`src/hw/rtl/oid_pkg.sv`:
```
// Package for the ordered insert deque: request codes, beat payload types and
// the command/status structs passed between controller and datapath.
// No dependencies.
`default_nettype none

package oid_pkg;

  localparam int unsigned OID_DEPTH = 16;

  // request codes carried in req_type
  localparam logic [2:0] REQ_PUSH_FRONT = 3'd0;
  localparam logic [2:0] REQ_PUSH_BACK  = 3'd1;
  localparam logic [2:0] REQ_POP_FRONT  = 3'd2;
  localparam logic [2:0] REQ_INSERT     = 3'd3;
  localparam logic [2:0] REQ_CLEAR      = 3'd4;

  typedef struct packed {
    logic [2:0]         req_type;
    logic signed [31:0] item_value;
  } oid_in_t;

  typedef struct packed {
    logic signed [31:0] front_value;
    logic signed [31:0] back_value;
    logic               is_empty;
    logic [4:0]         entry_count;
    logic               dropped;
  } oid_out_t;

  // logical index driven onto the read port
  typedef enum logic [1:0] {
    RD_FIRST,
    RD_LAST,
    RD_NEXT,
    RD_PREV
  } rd_sel_e;

  typedef enum logic [2:0] {
    WR_NONE,
    WR_FRONT,
    WR_BACK,
    WR_IDX_VAL,
    WR_IDX_RD
  } wr_sel_e;

  typedef enum logic [1:0] {
    CNT_HOLD,
    CNT_INC,
    CNT_DEC,
    CNT_CLR
  } cnt_op_e;

  typedef enum logic [1:0] {
    HEAD_HOLD,
    HEAD_INC,
    HEAD_DEC
  } head_op_e;

  typedef enum logic [2:0] {
    IDX_HOLD,
    IDX_ZERO,
    IDX_INC,
    IDX_DEC,
    IDX_COUNT
  } idx_op_e;

  typedef struct packed {
    logic     load;
    rd_sel_e  rd_sel;
    wr_sel_e  wr_sel;
    cnt_op_e  cnt_op;
    head_op_e head_op;
    idx_op_e  idx_op;
    logic     cap_prev;
    logic     cap_pos;
    logic     cap_front;
    logic     set_drop;
    logic     emit;
  } oid_cmd_t;

  typedef struct packed {
    logic [2:0] req;
    logic       full;
    logic       empty;
    logic       le_rd;     // value <= read data
    logic       ge_rd;     // value >= read data
    logic       fit;       // prev <= value <= read data
    logic       at_last;
    logic       at_pos;
  } oid_status_t;

endpackage

`default_nettype wire

```
`src/hw/rtl/oid_datapath.sv`:
```
// Datapath of the ordered insert deque: circular entry memory, head, count and
// scan index registers, comparators and the result register. Uses oid_pkg.
`default_nettype none

module oid_datapath
  import oid_pkg::*;
#(
  parameter int unsigned DEPTH = OID_DEPTH
) (
  input  wire         clk_i,
  input  wire         rst_ni,
  input  oid_in_t     req_i,
  input  oid_cmd_t    cmd_i,
  output oid_status_t sts_o,
  output oid_out_t    rsp_o
);

  localparam int unsigned AW = $clog2(DEPTH);
  localparam int unsigned CW = $clog2(DEPTH + 1);
  localparam logic [AW:0]   DEPTH_W = (AW + 1)'(DEPTH);
  localparam logic [AW-1:0] LAST_PHYS = AW'(DEPTH - 1);
  localparam logic [CW-1:0] FULL_CNT = CW'(DEPTH);

  logic signed [31:0] mem [DEPTH];

  logic [AW-1:0]      head_q, head_d;
  logic [CW-1:0]      count_q, count_d;
  logic [AW-1:0]      idx_q, idx_d;
  logic [AW-1:0]      pos_q;
  logic [2:0]         req_q;
  logic signed [31:0] val_q;
  logic signed [31:0] rdata_q;
  logic signed [31:0] prev_q;
  logic signed [31:0] front_q;
  logic               drop_q;
  oid_out_t           rsp_q;

  logic               empty, full;
  logic [AW-1:0]      last_log, count_log, rd_log;
  logic [AW-1:0]      head_inc, head_dec;
  logic [AW-1:0]      rd_phys, wr_addr;
  logic signed [31:0] wr_data;
  logic               wr_en;
  logic [31:0]        cnt_ext;

  // logical position to physical slot, head + l modulo DEPTH
  function automatic logic [AW-1:0] phys(input logic [AW-1:0] head,
                                         input logic [AW-1:0] l);
    logic [AW:0] s;
    s = {1'b0, head} + {1'b0, l};
    if (s >= DEPTH_W) begin
      s = s - DEPTH_W;
    end
    return s[AW-1:0];
  endfunction

  assign empty     = (count_q == '0);
  assign full      = (count_q == FULL_CNT);
  assign count_log = AW'(count_q);
  assign last_log  = empty ? '0 : AW'(count_q - CW'(1));
  assign head_inc  = (head_q == LAST_PHYS) ? '0 : head_q + AW'(1);
  assign head_dec  = (head_q == '0) ? LAST_PHYS : head_q - AW'(1);

  always_comb begin
    unique case (cmd_i.rd_sel)
      RD_FIRST: rd_log = '0;
      RD_LAST:  rd_log = last_log;
      RD_NEXT:  rd_log = idx_q + AW'(1);
      RD_PREV:  rd_log = idx_q - AW'(1);
      default:  rd_log = '0;
    endcase
  end

  assign rd_phys = phys(head_q, rd_log);

  always_comb begin
    wr_en   = 1'b1;
    wr_addr = phys(head_q, idx_q);
    wr_data = val_q;
    unique case (cmd_i.wr_sel)
      WR_NONE:    wr_en = 1'b0;
      WR_FRONT:   wr_addr = head_dec;
      WR_BACK:    wr_addr = phys(head_q, count_log);
      WR_IDX_VAL: wr_data = val_q;
      WR_IDX_RD:  wr_data = rdata_q;
      default:    wr_en = 1'b0;
    endcase
  end

  always_ff @(posedge clk_i) begin
    if (wr_en) begin
      mem[wr_addr] <= wr_data;
    end
    rdata_q <= mem[rd_phys];
  end

  always_comb begin
    unique case (cmd_i.cnt_op)
      CNT_HOLD: count_d = count_q;
      CNT_INC:  count_d = count_q + CW'(1);
      CNT_DEC:  count_d = count_q - CW'(1);
      CNT_CLR:  count_d = '0;
      default:  count_d = count_q;
    endcase
    unique case (cmd_i.head_op)
      HEAD_HOLD: head_d = head_q;
      HEAD_INC:  head_d = head_inc;
      HEAD_DEC:  head_d = head_dec;
      default:   head_d = head_q;
    endcase
    unique case (cmd_i.idx_op)
      IDX_HOLD:  idx_d = idx_q;
      IDX_ZERO:  idx_d = '0;
      IDX_INC:   idx_d = idx_q + AW'(1);
      IDX_DEC:   idx_d = idx_q - AW'(1);
      IDX_COUNT: idx_d = count_log;
      default:   idx_d = idx_q;
    endcase
  end

  always_ff @(posedge clk_i or negedge rst_ni) begin
    if (!rst_ni) begin
      head_q  <= '0;
      count_q <= '0;
      idx_q   <= '0;
    end else begin
      head_q  <= head_d;
      count_q <= count_d;
      idx_q   <= idx_d;
    end
  end

  assign cnt_ext = 32'(count_q);

  always_ff @(posedge clk_i) begin
    if (cmd_i.load) begin
      req_q  <= req_i.req_type;
      val_q  <= req_i.item_value;
      drop_q <= 1'b0;
    end else if (cmd_i.set_drop) begin
      drop_q <= 1'b1;
    end
    if (cmd_i.cap_prev) begin
      prev_q <= rdata_q;
    end
    if (cmd_i.cap_pos) begin
      pos_q <= idx_q;
    end
    if (cmd_i.cap_front) begin
      front_q <= rdata_q;
    end
    if (cmd_i.emit) begin
      rsp_q.front_value <= empty ? '0 : front_q;
      rsp_q.back_value  <= empty ? '0 : rdata_q;
      rsp_q.is_empty    <= empty;
      rsp_q.entry_count <= cnt_ext[4:0];
      rsp_q.dropped     <= drop_q;
    end
  end

  assign rsp_o = rsp_q;

  assign sts_o.req     = req_q;
  assign sts_o.full    = full;
  assign sts_o.empty   = empty;
  assign sts_o.le_rd   = (val_q <= rdata_q);
  assign sts_o.ge_rd   = (val_q >= rdata_q);
  assign sts_o.fit     = (prev_q <= val_q) && (val_q <= rdata_q);
  assign sts_o.at_last = (idx_q == last_log);
  assign sts_o.at_pos  = (idx_q == pos_q);

endmodule

`default_nettype wire

```
`src/hw/rtl/oid_ctrl.sv`:
```
// Controller of the ordered insert deque: sequences each request over the
// datapath and raises busy and the result strobe. Uses oid_pkg.
`default_nettype none

module oid_ctrl
  import oid_pkg::*;
(
  input  wire         clk_i,
  input  wire         rst_ni,
  input  wire         start,
  output logic        busy,
  output logic        done_o,
  input  oid_status_t sts_i,
  output oid_cmd_t    cmd_o
);

  typedef enum logic [3:0] {
    S_IDLE,
    S_EXEC,
    S_INS_F,
    S_INS_B,
    S_SCAN,
    S_SH_RD,
    S_SH_WR,
    S_RD_FRONT,
    S_RD_BACK,
    S_OUT
  } state_e;

  state_e state_q, state_d;
  logic   busy_q, busy_d;
  logic   done_q, done_d;

  always_comb begin
    state_d = state_q;
    busy_d  = busy_q;
    done_d  = 1'b0;

    cmd_o           = '0;
    cmd_o.rd_sel    = RD_FIRST;
    cmd_o.wr_sel    = WR_NONE;
    cmd_o.cnt_op    = CNT_HOLD;
    cmd_o.head_op   = HEAD_HOLD;
    cmd_o.idx_op    = IDX_HOLD;

    unique case (state_q)
      S_IDLE: begin
        if (start && !busy_q) begin
          cmd_o.load = 1'b1;
          busy_d     = 1'b1;
          state_d    = S_EXEC;
        end
      end

      S_EXEC: begin
        state_d = S_RD_FRONT;
        unique case (sts_i.req)
          REQ_PUSH_FRONT: begin
            if (sts_i.full) begin
              cmd_o.set_drop = 1'b1;
            end else begin
              cmd_o.wr_sel  = WR_FRONT;
              cmd_o.head_op = HEAD_DEC;
              cmd_o.cnt_op  = CNT_INC;
            end
          end
          REQ_PUSH_BACK: begin
            if (sts_i.full) begin
              cmd_o.set_drop = 1'b1;
            end else begin
              cmd_o.wr_sel = WR_BACK;
              cmd_o.cnt_op = CNT_INC;
            end
          end
          REQ_POP_FRONT: begin
            if (!sts_i.empty) begin
              cmd_o.head_op = HEAD_INC;
              cmd_o.cnt_op  = CNT_DEC;
            end
          end
          REQ_INSERT: begin
            if (sts_i.full) begin
              cmd_o.set_drop = 1'b1;
            end else if (sts_i.empty) begin
              cmd_o.wr_sel = WR_BACK;
              cmd_o.cnt_op = CNT_INC;
            end else begin
              cmd_o.rd_sel = RD_FIRST;
              state_d      = S_INS_F;
            end
          end
          REQ_CLEAR: begin
            cmd_o.cnt_op = CNT_CLR;
          end
          default: begin
          end
        endcase
      end

      // read data holds the front entry
      S_INS_F: begin
        cmd_o.cap_prev = 1'b1;
        cmd_o.idx_op   = IDX_ZERO;
        if (sts_i.le_rd) begin
          cmd_o.wr_sel  = WR_FRONT;
          cmd_o.head_op = HEAD_DEC;
          cmd_o.cnt_op  = CNT_INC;
          state_d       = S_RD_FRONT;
        end else begin
          cmd_o.rd_sel = RD_LAST;
          state_d      = S_INS_B;
        end
      end

      // read data holds the back entry
      S_INS_B: begin
        if (sts_i.ge_rd) begin
          cmd_o.wr_sel = WR_BACK;
          cmd_o.cnt_op = CNT_INC;
          state_d      = S_RD_FRONT;
        end else begin
          cmd_o.rd_sel = RD_NEXT;
          cmd_o.idx_op = IDX_INC;
          state_d      = S_SCAN;
        end
      end

      // read data holds entry idx, prev holds entry idx-1
      S_SCAN: begin
        if (sts_i.fit) begin
          cmd_o.cap_pos = 1'b1;
          cmd_o.idx_op  = IDX_COUNT;
          state_d       = S_SH_RD;
        end else if (sts_i.at_last) begin
          cmd_o.set_drop = 1'b1;
          state_d        = S_RD_FRONT;
        end else begin
          cmd_o.cap_prev = 1'b1;
          cmd_o.rd_sel   = RD_NEXT;
          cmd_o.idx_op   = IDX_INC;
        end
      end

      // move entries up one slot from the tail down to the insert point
      S_SH_RD: begin
        if (sts_i.at_pos) begin
          cmd_o.wr_sel = WR_IDX_VAL;
          cmd_o.cnt_op = CNT_INC;
          state_d      = S_RD_FRONT;
        end else begin
          cmd_o.rd_sel = RD_PREV;
          state_d      = S_SH_WR;
        end
      end

      S_SH_WR: begin
        cmd_o.wr_sel = WR_IDX_RD;
        cmd_o.idx_op = IDX_DEC;
        state_d      = S_SH_RD;
      end

      S_RD_FRONT: begin
        cmd_o.rd_sel = RD_FIRST;
        state_d      = S_RD_BACK;
      end

      S_RD_BACK: begin
        cmd_o.cap_front = 1'b1;
        cmd_o.rd_sel    = RD_LAST;
        state_d         = S_OUT;
      end

      S_OUT: begin
        cmd_o.emit = 1'b1;
        done_d     = 1'b1;
        busy_d     = 1'b0;
        state_d    = S_IDLE;
      end

      default: begin
        busy_d  = 1'b0;
        state_d = S_IDLE;
      end
    endcase
  end

  always_ff @(posedge clk_i or negedge rst_ni) begin
    if (!rst_ni) begin
      state_q <= S_IDLE;
      busy_q  <= 1'b0;
      done_q  <= 1'b0;
    end else begin
      state_q <= state_d;
      busy_q  <= busy_d;
      done_q  <= done_d;
    end
  end

  assign busy   = busy_q;
  assign done_o = done_q;

endmodule

`default_nettype wire

```
`src/hw/rtl/ordered_insert_deque.sv`:
```
// Top level of the ordered insert deque: joins controller and datapath.
// Depends on oid_pkg, oid_ctrl and oid_datapath.
`default_nettype none

// A bounded list of up to DEPTH signed 32-bit values held in a circular
// buffer with one read and one write port. A request is taken when start is
// high and busy is low; its result beat is loaded onto rsp_o as done_o goes
// high for exactly one cycle, and must be taken then, as there is no back-pressure.
// Push front, push back, pop, clear, unused codes and an ordered insert
// into an empty or full list act in the execute state alone. An ordered
// insert first compares the value with the front entry, then with the back
// entry; else it scans the entries past the front for the first pair the
// value fits between and moves the entries behind that point one slot
// towards the back, each read and then written. One that finds no fitting
// pair is dropped. The entry memory offers one read and one write per
// cycle, and the front and back values are read back from it after every
// request. A new request may be taken in the cycle that carries done_o. No
// clearing pass follows reset.

module ordered_insert_deque
  import oid_pkg::*;
#(
  parameter int unsigned DEPTH = OID_DEPTH
) (
  input  wire      clk_i,
  input  wire      rst_ni,
  input  wire      start,
  output logic     busy,
  input  oid_in_t  req_i,
  output logic     done_o,
  output oid_out_t rsp_o
);

  oid_cmd_t    cmd;
  oid_status_t sts;

  oid_ctrl u_ctrl (
    .clk_i  (clk_i),
    .rst_ni (rst_ni),
    .start  (start),
    .busy   (busy),
    .done_o (done_o),
    .sts_i  (sts),
    .cmd_o  (cmd)
  );

  oid_datapath #(
    .DEPTH (DEPTH)
  ) u_datapath (
    .clk_i  (clk_i),
    .rst_ni (rst_ni),
    .req_i  (req_i),
    .cmd_i  (cmd),
    .sts_o  (sts),
    .rsp_o  (rsp_o)
  );

endmodule

`default_nettype wire
```
`config.mk`:
```
export PLATFORM = sky130hd
export DESIGN_NAME = ordered_insert_deque
export DESIGN_NICKNAME = d
export VERILOG_FILES = /design/src/hw/rtl/oid_pkg.sv /design/src/hw/rtl/oid_datapath.sv /design/src/hw/rtl/oid_ctrl.sv /design/src/hw/rtl/ordered_insert_deque.sv
export SDC_FILE = /design/constraint.sdc
export NUM_CORES = 1
export LEC_CHECK = 0
export ABC_CLOCK_PERIOD_IN_PS = 9100
export BUFFER_PORTS_ARGS = -buffer_cell sky130_fd_sc_hd__buf_2
export CAP_MARGIN = 10
export CORE_ASPECT_RATIO = 0.7
export CORE_UTILIZATION = 50
export DETAILED_ROUTE_END_ITERATION = 8
export GPL_ROUTABILITY_DRIVEN = 0
export GPL_TIMING_DRIVEN = 1
export PLACE_DENSITY = 0.67
export RECOVER_POWER = 50
export SETUP_SLACK_MARGIN = 0.05
export SYNTH_ARGS = -nofsm -noshare
export SYNTH_HDL_FRONTEND = slang
export SYNTH_HIERARCHICAL = 1
export SYNTH_SLANG_ARGS = --single-unit
```
`constraint.sdc`:
```
create_clock -name clk_i -period 9.1 [get_ports clk_i]
set_input_delay 0.455 -clock clk_i [delete_from_list [all_inputs] [get_ports clk_i]]
set_output_delay 0.455 -clock clk_i [all_outputs]
set_load 0.02 [all_outputs]
```
==> results.json, run 1 <==
{
  "ys_top_cells_by_count": "edfxtp_1 (686), nand2_1 (129), mux4_2 (128)",
  "tns_ns": 0,
  "core_mm2": 0.0590,
  "htree_num_levels": 3,
  "status": "finished with violations",
  "final-max-slew-violation-count": 237,
  "grt_util_met1": 0.368,
  "met2_usage": 0.355,
  "intPower_uw": 5280,
  "seq_area_frac_synth": 0.720,
  "cp-end-kind": "register",
  "hold_buffers": 22,
  "rsz0062_at_grt": "false",
  "hold_class": "in2reg",
  "synth_top_cell_area_share": 0.683,
  "fmax_mhz": 128,
  "arrival_ns": 7.93,
  "power_uw": 6520,
  "fin_crit_ns": 7.82,
  "power_frac_comb": 0.003,
  "drt_first_iter_violations": 1804,
  "ant_nets": 0,
  "dieArea_mm2": 0.0613,
  "synth_edf_count": 686,
  "grtUsageTotal": 0.238,
  "dp_hpwl_um": 44500,
  "power.share.clock": 0.437,
  "grt_pass1_vias": 16700,
  "synthArstFlopShare": 0.0257,
  "gr-total-overflow": 0,
  "areaGrowthSynthToFinish_pct": 14.0,
  "cp_data_required_time_ns": 9.21,
  "syn_area_per_cell_um2": 17.1,
  "clock_path_buffers": 3,
  "rows": 74,
  "cts_root_buf": "clkbuf_16",
  "synthDistinctLibCells": 74,
  "violations": "max-capacitance violations, max-slew violations",
  "nNetsFinal": 2063,
  "pin_count": 111,
  "vdd_drop_max_uv": 140,
  "p_leak_uw": 0.0113,
  "switching_share": 0.190,
  "timing_hold_violations_final": 0,
  "port_buffers": 110,
  "synth-seq-cells": 738,
  "post_cts_resized": 0,
  "cts.clk_slew.worst_paths_ns": 0.06,
  "synthTopCellsByArea": "edfxtp_1 (68%), mux4_2 (9.6%), ha_1 (3.3%)",
  "tightest_slew_ns": 3.10,
  "yosysMostFrequentCell": "edfxtp_1",
  "grt_pass1_wl_um": 107000,
  "post-cts-setup-buffer-count": 0,
  "viasPerCell": 5.97,
  "power_frac_seq": 0.560,
  "yosysTopAreaCell": "edfxtp_1",
  "grt_max_degree": 76,
  "path_class": "reg2reg",
  "die_y_um": 208,
  "syn-num-nets": 1882,
  "p_switching_uw": 1240,
  "start_kind": "register",
  "firstDrtPassIters": 7,
  "clock_skew_ns": 0.0281,
  "critPathMaxFanout": 48,
  "die_width_um": 296,
  "syn_area_mm2": 0.0302,
  "finalSetupViolCount": 0,
  "cts_tree": "yes",
  "via_count": 16700,
  "cts_num_sinks": 738,
  "drv_cap": 8,
  "grtUsageMet3": 0.0464,
  "synthCells": 1763,
  "antenna_found_initial": 1,
  "ys_warn_count": 6,
  "clk-insertion-delay-late_ns": 0.62,
  "fin_crit_sh": 0.859,
  "wl_um": 71600,
  "antenna_cells": 0,
  "cts_made_buffers": 69,
  "wire_per_inst_um": 25.6,
  "initial_core_util": 0.512,
  "ys.flop_type": "edfxtp_1",
  "grt-busiest-layer": "met1",
  "final_layout_size_suffix_gt1_frac": 0.176,
  "drc": 0,
  "slew_headroom": -1.07,
  "p_per_area_mw_per_mm2": 190
}
[critical path, stage by stage (launching register included)]
cell and delay [ns]:
dfxtp_1 0.45, inv_1 0.11, ha_1 0.32, nand4_1 0.35, or4_1 0.62, a21o_1 0.24, o211ai_1 0.31, a2111oi_0 0.27
or2_0 0.30, and3_1 0.19, a21o_1 0.19, a21o_1 0.20, nand2b_1 0.19, nor2_1 0.89, clkbuf_1 1.72, o21ai_1 0.92
[cell usage in the layout (no fill, tap or decap), types with 5 or more instances in the layout]
| master | count |
|---|---|
| clkbuf_16 | 71 |
| o211ai_1 | 8 |
| clkbuf_8 | 8 |
| xnor2_1 | 10 |
| nand2b_1 | 12 |
| edfxtp_1 | 686 |
| clkinv_1 | 7 |
| nor2b_1 | 44 |
| nor4_1 | 6 |
| nor2_4 | 16 |
| a211oi_1 | 9 |
| nor3b_1 | 6 |
| and2_1 | 32 |
| o21ai_1 | 11 |
| a21o_1 | 17 |
| buf_2 | 29 |
| dfrtp_1 | 19 |
| buf_12 | 13 |
| ha_1 | 78 |
| a31oi_1 | 38 |
| dlygate4sd3_1 | 22 |
| nand2_1 | 129 |
| nand3_1 | 12 |
| a211oi_2 | 28 |
| a221oi_1 | 5 |
| dfxtp_1 | 33 |
| nor2_1 | 70 |
| clkbuf_1 | 121 |
| o21ai_0 | 46 |
| inv_1 | 91 |
| xor2_1 | 7 |
| buf_4 | 21 |
| nand4_1 | 15 |
| clkinv_2 | 14 |
| mux2i_1 | 6 |
| a21oi_1 | 39 |
| mux4_2 | 128 |
| nor3_1 | 12 |
[flip-flops by register name, summed over array words and instances, names as in the netlist, 4 cells and up]
register            cells
u_datapath/rdata_q     32
u_datapath/head_q       4
u_datapath/val_q       32
u_datapath/front_q     32
u_datapath/count_q      5
u_datapath/rsp_o       71
u_ctrl/state_q          4
u_datapath/pos_q        4
u_datapath/mem        512
u_datapath/idx_q        4
u_datapath/prev_q      32
[cell type report]
cell class | instances | area (um^2)
clock inverters | 30 | 275
inverters | 91 | 342
flip-flops and latches | 738 | 21700
well taps | 798 | 998
repair buffers | 191 | 1200
multi-input cells | 853 | 7890
fillers | 4428 | 24600
clock buffers | 95 | 1950
[logic make-up (layout without fill, tap and decap cells)]
family	count (synthesis)	in the layout	share of synthesized area
flops	738	738	0.720
xor+xnor	21	21	0.00680
compound gates	239	239	0.0562
simple gates	376	376	0.0607
fa+ha+maj	81	81	0.0341
mux	136	136	0.0983
buf+inv	172	407	0.0235
[path summary, 6_finish.rpt]
kind,startpoint,to,slack (ns),cells after the start
max,u_datapath/rdata_q[15]$_DFF_P_,u_datapath/mem[7][16]$_DFFE_PP_,1.28,15
min,req_i[0],u_datapath/val_q[0]$_DFFE_PP_,0.03,1
max reg2reg,u_datapath/rdata_q[15]$_DFF_P_,u_datapath/mem[7][16]$_DFFE_PP_,1.28,15
min reg2reg,u_datapath/drop_q$_SDFFE_PP0P_,u_datapath/rsp_o[0]$_DFFE_PP_,0.44,0
max in group asynchronous,rst_ni,u_datapath/idx_q[3]$_DFFE_PN0P_,7.75,2
min in group asynchronous,rst_ni,u_datapath/count_q[0]$_DFFE_PN0P_,0.63,2
[stage by stage]
stage          setup slack (ns)  area [um^2]  cells  hold WS [ns]   util
3_3_place_gp               1.60        32000   2639         0.423  0.543
2_1_floorplan              2.71        30200   1763         0.159      -
3_5_place_dp               1.46        32100   2646         0.424  0.545
5_1_grt                   0.793        34400   2796       0.00291  0.583
6_report                   1.28        34400   2796        0.0340  0.583
4_1_cts                    1.40        34600   2793       0.00430  0.587
[per-layer routing]
metal  up-vias  share of wire
li1       7232              -
met5         -              0
met4         0          0.016
met3        88          0.080
met2       676           0.45
met1      8685           0.45
[power groups by stage]
stage	Sequential [uW]	Combinational [uW]	Clock (uW)
floorplan	3730	0.237	0
detailed placement	3730	12.1	0
global placement	3730	11.8	0
global route	3650	20.2	3010
CTS	3650	19.5	2900
finish	3650	18.6	2850
Power figures use the tool's default switching activity.
==> run 2, diff against run 1 <==
--- a/config.mk
+++ b/config.mk
@@ -5,7 +5,7 @@
 export SDC_FILE = /design/constraint.sdc
 export NUM_CORES = 1
 export LEC_CHECK = 0
-export ABC_CLOCK_PERIOD_IN_PS = 9100
+export ABC_CLOCK_PERIOD_IN_PS = 6850
 export BUFFER_PORTS_ARGS = -buffer_cell sky130_fd_sc_hd__buf_2
 export CAP_MARGIN = 10
 export CORE_ASPECT_RATIO = 0.7
@@ -13,7 +13,7 @@
 export DETAILED_ROUTE_END_ITERATION = 8
 export GPL_ROUTABILITY_DRIVEN = 0
 export GPL_TIMING_DRIVEN = 1
-export PLACE_DENSITY = 0.67
+export PLACE_DENSITY = 0.69
 export RECOVER_POWER = 50
 export SETUP_SLACK_MARGIN = 0.05
 export SYNTH_ARGS = -nofsm -noshare
==> constraint.sdc (replaced) <==
create_clock -name clk_i -period 6.85 [get_ports clk_i]
set_input_delay 0 -clock clk_i [delete_from_list [all_inputs] [get_ports clk_i]]
set_output_delay 0 -clock clk_i [all_outputs]
set_load 0.02 [all_outputs]
==> results.json, run 2 (same netlist as run 1, synthesis figures left out) <==
{
  "dieArea_mm2": 0.0613,
  "multi_input_area_mm2": 0.00791,
  "cp-end-kind": "register",
  "gr-total-overflow": 0,
  "port_buffers": 110,
  "critPathMaxFanout": 29,
  "tns_ns": 0,
  "ff2ff_setup_slack_ns": 0.58,
  "setup.worst_path.start": "u_datapath/rdata_q[25]$_DFF_P_",
  "post_cts_resized": 0,
  "dp_slack_ns": 0.736,
  "vdd_drop_max_uv": 188,
  "cp_data_required_time_ns": 7.28,
  "grt-busiest-layer": "met1",
  "pin_count": 111,
  "final_common_cell": "edfxtp_1",
  "firstDrtPassIters": 6,
  "grt_pass1_wl_um": 106000,
  "fmax_mhz": 160,
  "die_y_um": 208,
  "grtUsageMet3": 0.0584,
  "cts_num_sinks": 738,
  "r2r-end": "u_datapath/rdata_q[5]$_DFF_P_",
  "path_class": "reg2reg",
  "worst_slack_ns": 0.584,
  "seqCellArea_mm2": 0.0217,
  "status": "finished with violations",
  "htree_num_levels": 3,
  "layout_common_cells": "edfxtp_1 (686), nand2_1 (129), mux4_2 (128)",
  "place_inst": 2660,
  "timing_hold_violations_final": 0,
  "die_width_um": 296,
  "grtUsageTotal": 0.237,
  "top_register": "u_datapath/mem",
  "ant_nets": 0,
  "p_leak_uw": 0.0114,
  "met2_usage": 0.340,
  "hold_buffers": 38,
  "initial_core_util": 0.512,
  "clk-insertion-delay-late_ns": 0.62,
  "cts_tree": "yes",
  "grt_max_degree": 65,
  "viasPerCell": 5.95,
  "cts_made_buffers": 68,
  "intPower_uw": 7140,
  "fin_util": 0.590,
  "finalSetupViolCount": 0,
  "start_kind": "register",
  "p_per_area_mw_per_mm2": 253,
  "fin_crit_ns": 6.27,
  "clock_skew_ns": 0.0180,
  "switching_share": 0.189,
  "grt_pass1_vias": 16400,
  "arrival_ns": 6.70,
  "wl_um": 71300,
  "endpoint": "u_datapath/rdata_q[5]$_DFF_P_",
  "slew_headroom": -1.20,
  "wire_per_inst_um": 25.2,
  "core_mm2": 0.0590,
  "cts_root_buf": "clkbuf_16",
  "largest_reg_flops": 512,
  "final-max-slew-violation-count": 212,
  "tightest_slew_ns": 3.28,
  "antenna_cells": 0,
  "post-cts-setup-buffer-count": 0,
  "r2r_cells": 19,
  "fin_crit_sh": 0.915,
  "drc": 0,
  "power_frac_comb": 0.004,
  "drv_cap": 7,
  "nNetsFinal": 2091,
  "final_layout_size_suffix_gt1_frac": 0.182,
  "hold_class": "in2reg",
  "clock_path_buffers": 3,
  "rsz0062_at_grt": "false",
  "fin_cells": 2822,
  "power.share.clock": 0.445,
  "grt_util_met1": 0.365,
  "fillers": 4329,
  "violations": "max-capacitance violations, max-slew violations",
  "areaGrowthSynthToFinish_pct": 15.4,
  "crit-reg2reg-launch": "u_datapath/rdata_q[25]$_DFF_P_",
  "rows": 74,
  "via_count": 16800,
  "drt_first_iter_violations": 1717,
  "cts.clk_slew.worst_paths_ns": 0.06,
  "p_switching_uw": 1660,
  "power_frac_seq": 0.551,
  "antenna_found_initial": 0,
  "dp_hpwl_um": 43200
}
[run 2: cell count changes in the layout (fill, tap and decap cells not counted), moves of 3 or more]
cell,before,now
dlygate4sd3_1,22,38
buf_12,13,21
clkinvlp_4,0,6
buf_4,21,26
bufinv_16,4,9
clkinv_2,14,10
o21ai_0,46,42
o21ai_1,11,15
buf_2,29,26
clkbuf_1,121,118
inv_6,2,5
[run 2: how the worst min path moves through the flow]
stage	from	cells past startpoint	end
finish	req_i[18]	2	u_datapath/val_q[18]$_DFFE_PP_
global route	req_i[19]	2	u_datapath/val_q[19]$_DFFE_PP_
CTS	req_i[19]	2	u_datapath/val_q[19]$_DFFE_PP_
detailed placement	rst_ni	1	u_datapath/idx_q[2]$_DFFE_PN0P_
global placement	rst_ni	1	u_datapath/idx_q[1]$_DFFE_PN0P_
floorplan	rst_ni	0	u_ctrl/busy$_DFFE_PN0P_
[run 2: layout make-up]
type                            count  share of cell area
Sequential cell                   738               0.624
Multi-Input combinational cell    853               0.227
Clock buffer                       86              0.0531
Timing Repair Buffer              220              0.0442
Tap cell                          798              0.0287
Clock inverter                     36              0.0129
Inverter                           91             0.00981
[run 2: through the flow]
| step | area (um^2) | total power [uW] | hold slack [ns] |
|---|---|---|---|
| 2_1_floorplan | 30200 | 4950 | -0.296 |
| 5_1_grt | 34800 | 9030 | 0.0710 |
| 3_5_place_dp | 32400 | 4970 | 0.0114 |
| 4_1_cts | 35000 | 8870 | 0.0664 |
| 3_3_place_gp | 32400 | 4970 | 0.000562 |
| 6_report | 34800 | 8810 | 0.0911 |
[run 2: critical path, stage by stage (launching register included)]
cell	delay, ns
dfxtp_1	0.39
inv_1	0.08
ha_1	0.32
and3_1	0.28
a221oi_1	0.56
a21oi_1	0.28
a2111oi_0	0.55
o221a_1	0.33
or3_1	0.20
o21ai_0	0.26
nand2b_1	0.27
o32ai_1	0.39
ha_4	0.20
fa_4	0.76
buf_12	0.26
buf_12	0.18
mux4_2	0.27
and2_1	0.17
a211oi_2	0.18
a31oi_1	0.13
[run 2: per-layer routing]
layer  up-vias  share of wire
met5         -              0
met4         0          0.022
met3       102           0.10
met2       846           0.44
met1      8539           0.44
li1       7291              -
[run 2: power groups by stage]
stage	Sequential (uW)	Combinational [uW]	Clock [uW]
after floorplan	4950	0.314	0
after global placement	4950	16.1	0
after detailed placement	4950	16.4	0
after CTS	4850	33.3	3990
after global routing	4850	35.4	4150
final	4850	32.6	3920
==> run 3, diff against run 2 <==
--- a/config.mk
+++ b/config.mk
@@ -5,7 +5,7 @@
 export SDC_FILE = /design/constraint.sdc
 export NUM_CORES = 1
 export LEC_CHECK = 0
-export ABC_CLOCK_PERIOD_IN_PS = 6850
+export ABC_CLOCK_PERIOD_IN_PS = 6600
 export BUFFER_PORTS_ARGS = -buffer_cell sky130_fd_sc_hd__buf_2
 export CAP_MARGIN = 10
 export CORE_ASPECT_RATIO = 0.7
@@ -13,7 +13,7 @@
 export DETAILED_ROUTE_END_ITERATION = 8
 export GPL_ROUTABILITY_DRIVEN = 0
 export GPL_TIMING_DRIVEN = 1
-export PLACE_DENSITY = 0.69
+export PLACE_DENSITY = 0.67
 export RECOVER_POWER = 50
 export SETUP_SLACK_MARGIN = 0.05
 export SYNTH_ARGS = -nofsm -noshare
==> constraint.sdc (replaced) <==
create_clock -name clk_i -period 6.6 [get_ports clk_i]
set_input_delay 0 -clock clk_i [delete_from_list [all_inputs] [get_ports clk_i]]
set_output_delay 0 -clock clk_i [all_outputs]
set_load 0.02 [all_outputs]
==> results.json, run 3 (same netlist as run 1, synthesis figures left out) <==
{
  "slew_headroom": -1.02,
  "fin_crit_sh": 0.933,
  "clock_skew_ns": 0.0282,
  "arrival_ns": 6.45,
  "p_per_area_mw_per_mm2": 261,
  "tns_ns": 0,
  "fin_crit_ns": 6.16,
  "areaGrowthSynthToFinish_pct": 15.9,
  "cp_num_buf_inv": 4,
  "path_delay_family": "simple AND/OR/NAND/NOR gates",
  "dieArea_mm2": 0.0613,
  "cts_made_buffers": 68,
  "grt_max_degree": 65,
  "cts_tree": "yes",
  "initial_core_util": 0.512,
  "cp_data_required_time_ns": 6.90,
  "layout_common_cells": "edfxtp_1 (686), nand2_1 (128), mux4_2 (128)",
  "dp_slack_ns": 0.414,
  "critPathMaxFanout": 26,
  "vdd_drop_max_uv": 177,
  "pin_count": 111,
  "port_buffers": 110,
  "violations": "max-capacitance violations, max-slew violations",
  "cp_cell_sequence": "inv_1 > ha_1 > nand4_1 > or4_1 > a21o_1 > o211ai_1 > a2111oi_0 > or2_0 > and3_1 > a21o_1 > a21o_1 > nor3b_1 > buf_4 > nand2_1 > o21ai_0 > ha_1 > inv_1 > fa_1 > o21ai_0 > o211ai_1 > nor2_4 > buf_12",
  "path_class": "reg2reg",
  "start_kind": "register",
  "fmax_mhz": 162,
  "rows": 74,
  "timing_hold_violations_final": 0,
  "via_count": 16500,
  "ant_nets": 0,
  "die_y_um": 208,
  "gr-total-overflow": 0,
  "viasPerCell": 5.81,
  "cpPeakStageDelay_ns": 0.54,
  "worst_slack_ns": 0.441,
  "cts.clk_slew.worst_paths_ns": 0.06,
  "hold_class": "in2reg",
  "firstDrtPassIters": 5,
  "cp-end-kind": "register",
  "nNetsFinal": 2105,
  "final_common_cell": "edfxtp_1",
  "antenna_found_initial": 1,
  "cts_num_sinks": 738,
  "htree_num_levels": 3,
  "largest_reg_flops": 512,
  "p_leak_uw": 0.0115,
  "grtUsageTotal": 0.235,
  "finalSetupViolCount": 0,
  "final_layout_size_suffix_gt1_frac": 0.186,
  "rsz0062_at_grt": "false",
  "final-max-slew-violation-count": 156,
  "drc": 0,
  "tightest_slew_ns": 3.04,
  "slowest_stage": "or4_1",
  "grt_pass1_vias": 16600,
  "status": "finished with violations",
  "clock_path_buffers": 3,
  "cts_root_buf": "clkbuf_16",
  "drv_cap": 5,
  "die_width_um": 296,
  "wire_per_inst_um": 24.9,
  "wl_um": 70600,
  "clk-insertion-delay-late_ns": 0.62,
  "grt_pass1_wl_um": 105000,
  "antenna_cells": 0,
  "drt_first_iter_violations": 1739,
  "cpMostUsedCell": "a21o_1",
  "dp_hpwl_um": 41900,
  "top_register": "u_datapath/mem",
  "core_mm2": 0.0590
}
run 3: changes by cell type in the layout (fill, tap and decap cells not counted), sizes merged:
cell      delta
buf         +12
bufinv       -1
clkinvlp     -5
inv          -4
clkinv       +8
clkbuf       +6
run 3: final timing paths:
check	cells past startpoint	from	endpoint	slack, ns
max	22	u_datapath/rdata_q[13]$_DFF_P_	u_datapath/mem[2][9]$_DFFE_PP_	0.44
min	2	req_i[4]	u_datapath/val_q[4]$_DFFE_PP_	0.1
max reg2reg	22	u_datapath/rdata_q[13]$_DFF_P_	u_datapath/mem[2][9]$_DFFE_PP_	0.44
min reg2reg	0	u_datapath/drop_q$_SDFFE_PP0P_	u_datapath/rsp_o[0]$_DFFE_PP_	0.44
max in group asynchronous	3	rst_ni	u_datapath/count_q[1]$_DFFE_PN0P_	5.40
min in group asynchronous	3	rst_ni	u_datapath/head_q[1]$_DFFE_PN0P_	0.63
run 3: area by class of cell:
class,count,area [um^2]
inverter,91,342
timing repair buffer,234,1680
sequential,738,21700
clock buffer,90,1900
clock inverter,34,404
tap,798,998
multi-input combinational,853,7910
fill,4371,24000
run 3: report_power, final:
part	switching [uW]	leakage, uW	internal (uW)	total, uW
Sequential	0.141	0.00655	5040	5040
Combinational	10.7	0.00383	21.9	32.5
Clock	1690	0.00113	2350	4040
Total	1700	0.0115	7410	9110
run 3: metrics by stage:
stage	instance area [um^2]	utilization	cells	total power, uW	hold slack (ns)
detailed placement	32500	0.551	2671	5150	-0.00706
CTS	35200	0.596	2833	9160	0.0581
finish	35000	0.593	2838	9110	0.0993
global placement	32500	0.550	2670	5150	-0.00773
global route	35000	0.593	2838	9340	0.0705
floorplan	30200	-	1763	5140	-0.296
run 3: per-layer routing:
metal / GRT usage / part of all wire
met1: 0.355 / 0.45
met2: 0.350 / 0.45
met3: 0.0556 / 0.087
met4: 0.0497 / 0.017
met5: 0 / 0.00016
run 3: repair_timing:
action                                  in CTS  in global routing
hold buffers                                38                  0
endpoints found under the setup margin       0                232
setup buffers                                0                  5
endpoints found under the hold margin       57                  0
gates resized for setup                      0                  5
